==> src/hw/rtl/arlt_pkg.sv <==
// ----------------------------------------------------------------------------
// arlt_pkg
// Shared types and constants for the address range lookup table.
// ----------------------------------------------------------------------------
package arlt_pkg;

  localparam int unsigned TABLE_ENTRIES_DEF = 64;

  localparam logic [1:0] REQ_INSERT     = 2'd0;
  localparam logic [1:0] REQ_DELETE     = 2'd1;
  localparam logic [1:0] REQ_DELETE_TAG = 2'd2;
  localparam logic [1:0] REQ_LOOKUP     = 2'd3;

  localparam logic [1:0] ST_OK      = 2'd0;
  localparam logic [1:0] ST_MISS    = 2'd1;
  localparam logic [1:0] ST_OVERLAP = 2'd2;
  localparam logic [1:0] ST_FULL    = 2'd3;

  // controller -> datapath
  typedef struct packed {
    logic load;      // capture request
    logic scan_rd;   // memory read issued this cycle
    logic scan_chk;  // read data valid this cycle
    logic commit;    // apply result
  } arlt_cmd_t;

  // datapath -> controller
  typedef struct packed {
    logic dummy;
  } arlt_sts_t;

endpackage

==> src/hw/rtl/arlt_ctrl.sv <==
// ----------------------------------------------------------------------------
// arlt_ctrl
// Request sequencer: capture, scan the table, commit, present the result.
// ----------------------------------------------------------------------------
module arlt_ctrl
  import arlt_pkg::*;
#(
  parameter int unsigned TABLE_ENTRIES = TABLE_ENTRIES_DEF
) (
  input  logic                             clk,
  input  logic                             rst_n,
  input  logic                             in_valid,
  output logic                             in_ready,
  output logic                             out_valid,
  input  logic                             out_ready,
  output logic [$clog2(TABLE_ENTRIES)-1:0] scan_idx,
  output arlt_cmd_t                        cmd
);
  localparam int unsigned IW = $clog2(TABLE_ENTRIES);
  localparam logic [IW-1:0] LAST_IDX = IW'(TABLE_ENTRIES - 1);

  localparam logic [2:0] S_IDLE = 3'd0;
  localparam logic [2:0] S_SCAN = 3'd1;
  localparam logic [2:0] S_TAIL = 3'd2;
  localparam logic [2:0] S_CMT  = 3'd3;
  localparam logic [2:0] S_OUT  = 3'd4;

  logic [2:0]    state_r, state_nxt;
  logic [IW-1:0] idx_r, idx_nxt;

  assign in_ready  = (state_r == S_IDLE);
  assign out_valid = (state_r == S_OUT);
  assign scan_idx  = idx_r;

  always_comb begin
    state_nxt = state_r;
    idx_nxt   = idx_r;
    cmd       = '0;
    case (state_r)
      S_IDLE: begin
        if (in_valid) begin
          cmd.load  = 1'b1;
          idx_nxt   = '0;
          state_nxt = S_SCAN;
        end
      end
      S_SCAN: begin
        cmd.scan_rd  = 1'b1;
        cmd.scan_chk = (idx_r != '0);
        if (idx_r == LAST_IDX) state_nxt = S_TAIL;
        else idx_nxt = idx_r + 1'b1;
      end
      S_TAIL: begin
        cmd.scan_chk = 1'b1;
        state_nxt    = S_CMT;
      end
      S_CMT: begin
        cmd.commit = 1'b1;
        state_nxt  = S_OUT;
      end
      S_OUT: begin
        if (out_ready) state_nxt = S_IDLE;
      end
      default: state_nxt = S_IDLE;
    endcase
  end

  always_ff @(posedge clk) begin
    if (!rst_n) begin
      state_r <= S_IDLE;
      idx_r   <= '0;
    end else begin
      state_r <= state_nxt;
      idx_r   <= idx_nxt;
    end
  end

`ifndef NO_ASSERTIONS
  a_one_side: assert property (@(posedge clk) disable iff (!rst_n)
    !(in_ready && out_valid)) else $error("ready and valid together");
  a_load_idle: assert property (@(posedge clk) disable iff (!rst_n)
    cmd.load |-> in_ready) else $error("load outside idle");
  a_cmt_out: assert property (@(posedge clk) disable iff (!rst_n)
    cmd.commit |=> out_valid) else $error("commit not followed by result");
`endif
endmodule

==> config.mk <==
export PLATFORM = sky130hd
export DESIGN_NAME = arlt_ctrl
export DESIGN_NICKNAME = d
export VERILOG_FILES = /design/src/hw/rtl/arlt_pkg.sv /design/src/hw/rtl/arlt_ctrl.sv
export SDC_FILE = /design/constraint.sdc
export NUM_CORES = 1
export LEC_CHECK = 0
export ABC_CLOCK_PERIOD_IN_PS = 1400
export BUFFER_PORTS_ARGS = -buffer_cell sky130_fd_sc_hd__buf_4
export CORE_MARGIN = 4
export CORE_UTILIZATION = 35
export DETAILED_ROUTE_END_ITERATION = 8
export GPL_TIMING_DRIVEN = 0
export HOLD_SLACK_MARGIN = 0.08
export PLACE_DENSITY_LB_ADDON = 0.15
export SYNTH_ARGS = -nofsm -noshare
export SYNTH_HDL_FRONTEND = slang
export SYNTH_SLANG_ARGS = --single-unit
==> constraint.sdc <==
create_clock -name clk -period 1.4 [get_ports clk]
set_clock_uncertainty 0.1 [all_clocks]
set_input_delay 0.14 -clock clk [delete_from_list [all_inputs] [get_ports clk]]
set_output_delay 0.14 -clock clk [all_outputs]
set_load 0.01 [all_outputs]
==> results_dict.tcl, run 1 <==
set metrics [dict create \
    period_share_pct 108 \
    chipHeight_microns 48.6 \
    syn2layout_area_growth_pct 71.0 \
    vias_per_cell 5.29 \
    grt_pass1_wl_mm 2.82 \
    netlist.area_leader.share_pct 31.2 \
    hp-class "input port to flop" \
    p_leak_nw 0.433 \
    die_width_microns 48.6 \
    setup_viol 10 \
    rows 14 \
    busiest_layer "met2" \
    hold_viol 0 \
    start_util_pct 37.5 \
    grt_use_met2_pct 21.7 \
    ir_drop_v 0.000595 \
    finalWirelength_mm 1.70 \
    ant_nets 0 \
    clk_latency_ns 0.27 \
    io_buffers 15 \
    path_max_fanout 2 \
    grt_use_total_pct 15.3 \
    grt_overflow 0 \
    core_area_sq_mm 0.00154 \
    n_antenna_cell 0 \
    worst_pin_slew_ns 0.249 \
    critPathRequiredTime_ns 1.16 \
    synth_nets 74 \
    ios 16 \
    rsz0062_at_grt "yes" \
    worstPathCellList "nor4_4 -> nand2_1 -> nand3b_1 -> a21oi_2 -> buf_4" \
    cpPeakStageDelay_ns 0.36 \
    fmax_mhz 661 \
    critical_path_arrival_ns 1.27 \
    clock_path_buffers 2 \
    rrSetupSlack_ns -0.09 \
    grt_max_degree 11 \
    hpwl_microns 932 \
    ys_seq_area_share_pct 31.2 \
    synthTopCellsByCount "9 x dfxtp_1, 9 x nand2_1, 3 x nand3_1" \
    status "complete, but fails checks" \
    layout-drive-gt1-share_pct 62.1 \
    path_class "flop to output port" \
    drtPass1Iterations 4 \
    drt_iter0_drc 11 \
    wl_per_cell_microns 14.3 \
    gp_congestion 0.699 \
    cts.sinks 9 \
    ys.flop_type "dfxtp_1" \
    syn-mean-instance-area_sq_um 8.50 \
    violations "negative setup slack" \
    place_inst 99 \
    dieArea_sq_mm 0.00237 \
    timing.final.ws_setup_ns -0.113 \
    synth_seq_cells 9 \
    ys_types 38 \
    path_clk_slew_ns 0.06 \
    synth_edf_count 0 \
    synth_area_sq_um 578 \
    max-cap-violations 0 \
    syn_inst 68 \
    power.density_mw_per_mm2 957 \
    grt_pass1_vias 567 \
    cts_buffers 3 \
    vias 630 \
    yosys_warnings 0 \
    cts_tree "built" \
    root_buffer "clkbuf_4" \
    htreeDepth 1 \
    nFillCells 135 \
    slew_viol_final 0 \
    yosysTopAreaCell "dfxtp_1" \
    use_met1_pct 20.3 \
    utilization_pct 64.1 \
    crit_slowest_cell "dfxtp_4" \
    critPathCaptureType "output port" \
    stdcell_count 119 \
    hold_ws_ns 0.211 \
    crit_path_start_kind "flop" \
    yosys-top-cells-area "dfxtp_1 31%, nand2_1 5.8%, ha_1 4.3%" \
    place_ws_ns -0.134 \
    min_period_ns 1.51 \
    fin_tns_setup_ns -0.536 \
    antenna_found_initial 0 \
    async_reset_ff_share_pct 0 \
    route.detailed.drc 0 \
    grtUsageMet3_pct 6.75 \
    fin_nets 110 \
    relSlewSlack_pct 83.4 \
]
==> layout by cell type, fill, tap and decap left out, drive strengths merged, types with 3 or more instances in the layout <==
cell type / instances
nand2: 9
dfxtp: 9
a21oi: 4
clkbuf: 4
nand3: 3
buf: 33
==> worst paths after layout <==
| check | start | endpoint | depth (start not counted) |
|---|---|---|---|
| setup reg to reg | scan_idx[1]$_SDFFE_PN0P_ | scan_idx[0]$_SDFFE_PN0P_ | 5 |
| hold / removal | in_valid | state_r[0]$_SDFFE_PN0P_ | 4 |
| setup / recovery | scan_idx[5]$_SDFFE_PN0P_ | cmd[1] | 5 |
| hold reg to reg | scan_idx[1]$_SDFFE_PN0P_ | scan_idx[1]$_SDFFE_PN0P_ | 2 |
==> sequential cells by signal, summed over array words and instances, names as in the netlist <==
signal    flops
scan_idx      6
state_r       3
==> worst max-delay path: cells and delay by family, from the launching register on <==
| family | cells | cell delay [ns] |
|---|---|---|
| simple gates | 3 | 0.45 |
| buf+inv | 1 | 0.14 |
| compound gates | 1 | 0.07 |
| flops | 1 | 0.36 |
==> layer usage <==
metal,wire [microns],part of all wire (%)
met1,770,45
met2,828,49
met3,93,5.5
met4,10,0.59
met5,0,0
==> repair_timing <==
item | CTS | global route
pin swaps | 8 | 12
endpoints found under the setup margin | 12 | 14
endpoints found under the hold margin | 2 | 0
hold buffers | 2 | 0
resized for setup | 16 | 21
gates cloned | 0 | 0
setup buffers | 9 | 8
==> stage by stage <==
step	total power [W]	area, sq um
CTS	0.000872	873
detailed placement	0.000603	718
finish	0.000946	988
global placement	0.000601	718
floorplan	0.000505	586
global route	0.00102	988
==> cell families (layout without fill, tap and decap cells) <==
kind of cell | Yosys count | after routing | share of synthesized area (%)
xor+xnor | 1 | 1 | 1.52
flops | 9 | 9 | 31.2
buf+inv | 7 | 42 | 8.22
simple gates | 33 | 33 | 32.9
compound gates | 16 | 16 | 21.9
fa+ha+maj | 2 | 2 | 4.33
==> report_power, final <==
group	total [W]	internal (W)	switching [W]	leakage, nW
registers	0.000303	0.000274	0.0000292	0.0780
clock network	0.000203	0.000110	0.0000927	0.0150
logic	0.000440	0.000245	0.000196	0.340
==> cell type report <==
| cell class | count | area (sq um) | area share (%) |
|---|---|---|---|
| clock buffer | 4 | 26.3 | 2.66 |
| multi-input combinational | 52 | 430 | 43.5 |
| sequential | 9 | 204 | 20.6 |
| tap | 16 | 20.0 | 2.03 |
| inverter | 3 | 16.3 | 1.65 |
| buffer | 1 | 5.00 | 0.506 |
| timing repair buffer | 34 | 287 | 29.0 |
Power figures use the tool's default switching activity.
==> run 2: changes to the inputs <==
--- a/config.mk
+++ b/config.mk
@@ -13,6 +13,7 @@
 export GPL_TIMING_DRIVEN = 0
 export HOLD_SLACK_MARGIN = 0.08
 export PLACE_DENSITY_LB_ADDON = 0.15
+export SKIP_LAST_GASP = 1
 export SYNTH_ARGS = -nofsm -noshare
 export SYNTH_HDL_FRONTEND = slang
 export SYNTH_SLANG_ARGS = --single-unit
==> results_dict.tcl, run 2 (synthesis gave the netlist of run 1 again) <==
set metrics [dict create \
    grt_pass1_vias 568 \
    htreeDepth 1 \
    wl_per_cell_microns 14.5 \
    core_area_sq_mm 0.00154 \
    route.detailed.drc 0 \
    antenna_found_initial 0 \
    p_leak_nw 0.438 \
    r2r-start "scan_idx[0]$_SDFFE_PN0P_" \
    slew_viol_final 0 \
    min-delay-start "in_valid" \
    ios 16 \
    io_buffers 15 \
    start_util_pct 37.5 \
    fin_nets 111 \
    grt_pass1_wl_mm 2.82 \
    clock_path_buffers 2 \
    hold_ws_ns 0.210 \
    critPathRequiredTime_ns 1.16 \
    vias_per_cell 5.26 \
    seqPwrFrac_pct 31.7 \
    grt_max_degree 11 \
    gp_congestion 0.699 \
    ir_drop_v 0.000603 \
    reg2regPathDepth 5 \
    clkPwrFrac_pct 21.3 \
    dieArea_sq_mm 0.00237 \
    switching_share_pct 33.6 \
    min_period_ns 1.51 \
    largest_register_ffs 6 \
    n_antenna_cell 0 \
    grt_overflow 0 \
    ant_nets 0 \
    rsz0062_at_grt "yes" \
    cts_tree "built" \
    cts_buffers 3 \
    hold_viol 0 \
    drtPass1Iterations 4 \
    rrSetupSlack_ns -0.10 \
    critical_path_arrival_ns 1.27 \
    layout_common_cells "26 x buf_4, 9 x nand2_1, 7 x buf_6, 5 x dfxtp_4, 4 x a21oi_2" \
    power.density_mw_per_mm2 960 \
    timing.final.ws_setup_ns -0.114 \
    grt_use_total_pct 15.3 \
    fmax_mhz 661 \
    vias 631 \
    path_class "flop to output port" \
    fin_tns_setup_ns -0.559 \
    critPathCaptureType "output port" \
    hp-class "input port to flop" \
    cts.sinks 9 \
    syn2layout_area_growth_pct 71.9 \
    root_buffer "clkbuf_4" \
    chipHeight_microns 48.6 \
    switchingPower_w 0.000320 \
    hpwl_microns 932 \
    whs_endpoint "state_r[0]$_SDFFE_PN0P_" \
    relSlewSlack_pct 83.4 \
    r2r-end "scan_idx[0]$_SDFFE_PN0P_" \
    path_clk_slew_ns 0.06 \
    final_common_cell "buf_4" \
    setup_viol 10 \
    power.internal_w 0.000633 \
    min_path_cells 4 \
    clk_latency_ns 0.27 \
    rows 14 \
    crit_path_start_kind "flop" \
    layout-drive-gt1-share_pct 62.5 \
    path_max_fanout 2 \
    status "complete, but fails checks" \
    max-cap-violations 0 \
    comb_power_share_pct 47.0 \
    violations "negative setup slack" \
    die_width_microns 48.6 \
    finalWirelength_mm 1.75 \
    worst_pin_slew_ns 0.249 \
    drt_iter0_drc 12 \
    period_share_pct 108 \
]
[run 2: layout make-up]
class                           count  area, sq um
Buffer                              1         5.00
Clock buffer                        4         26.3
Fill cell                         137          548
Inverter                            3         16.3
Multi-Input combinational cell     52          430
Sequential cell                     9          201
Tap cell                           16         20.0
Timing Repair Buffer               35          294
[run 2: power groups by stage]
stage / registers, W / logic [W] / clock network, W
after floorplan: 0.000296 / 0.000210 / 0
after global placement: 0.000295 / 0.000306 / 0
after detailed placement: 0.000295 / 0.000308 / 0
after CTS: 0.000301 / 0.000355 / 0.000215
after global routing: 0.000305 / 0.000493 / 0.000233
final: 0.000302 / 0.000448 / 0.000203
[run 2: per-stage QoR]
stage               setup slack, ns  cell area [sq um]  cells  total power (W)  util (%)
detailed placement           -0.134                718     99         0.000603      46.6
global placement             -0.131                718     99         0.000601      46.6
floorplan                   -0.0709                586     68         0.000505         -
finish                       -0.114                993    120         0.000954      64.4
global route                 -0.223                993    120          0.00103      64.4
CTS                          -0.144                873    113         0.000871      56.7
[run 2: worst max path at each step]
stage                                     to  slack [ns]                      from  depth (start not counted)
floorplan           scan_idx[5]$_SDFFE_PN0P_       -0.07   state_r[1]$_SDFFE_PN0P_                          6
global placement    scan_idx[1]$_SDFFE_PN0P_       -0.13   state_r[0]$_SDFFE_PN0P_                          6
detailed placement  scan_idx[5]$_SDFFE_PN0P_       -0.13   state_r[1]$_SDFFE_PN0P_                          6
CTS                                   cmd[2]       -0.14   state_r[0]$_SDFFE_PN0P_                          5
global route                          cmd[1]       -0.22  scan_idx[5]$_SDFFE_PN0P_                          5
finish                                cmd[1]       -0.11  scan_idx[5]$_SDFFE_PN0P_                          5
[run 2: timing repair]
action	4_1_cts	5_1_grt
setup buffers	9	9
gates cloned	0	0
hold endpoints to repair	2	0
setup endpoints to repair	12	14
resized for setup	15	21
pin swaps	8	12
hold buffers	2	0
[run 2: worst max-delay path, cell delays in order (launching register included)]
cell and delay, ns:
dfxtp_4 0.35, nor4_4 0.27, nand2_1 0.08, nand3b_1 0.10
a21oi_2 0.07, buf_4 0.14
[run 2: layer usage]
layer | vias to the layer above | GRT usage [%] | part of all wire, %
met2 | 11 | 21.7 | 49
li1 | 316 | - | -
met1 | 302 | 20.3 | 46
met5 | - | 0 | 0
met3 | 2 | 6.75 | 4.2
met4 | 0 | 5.38 | 0.57
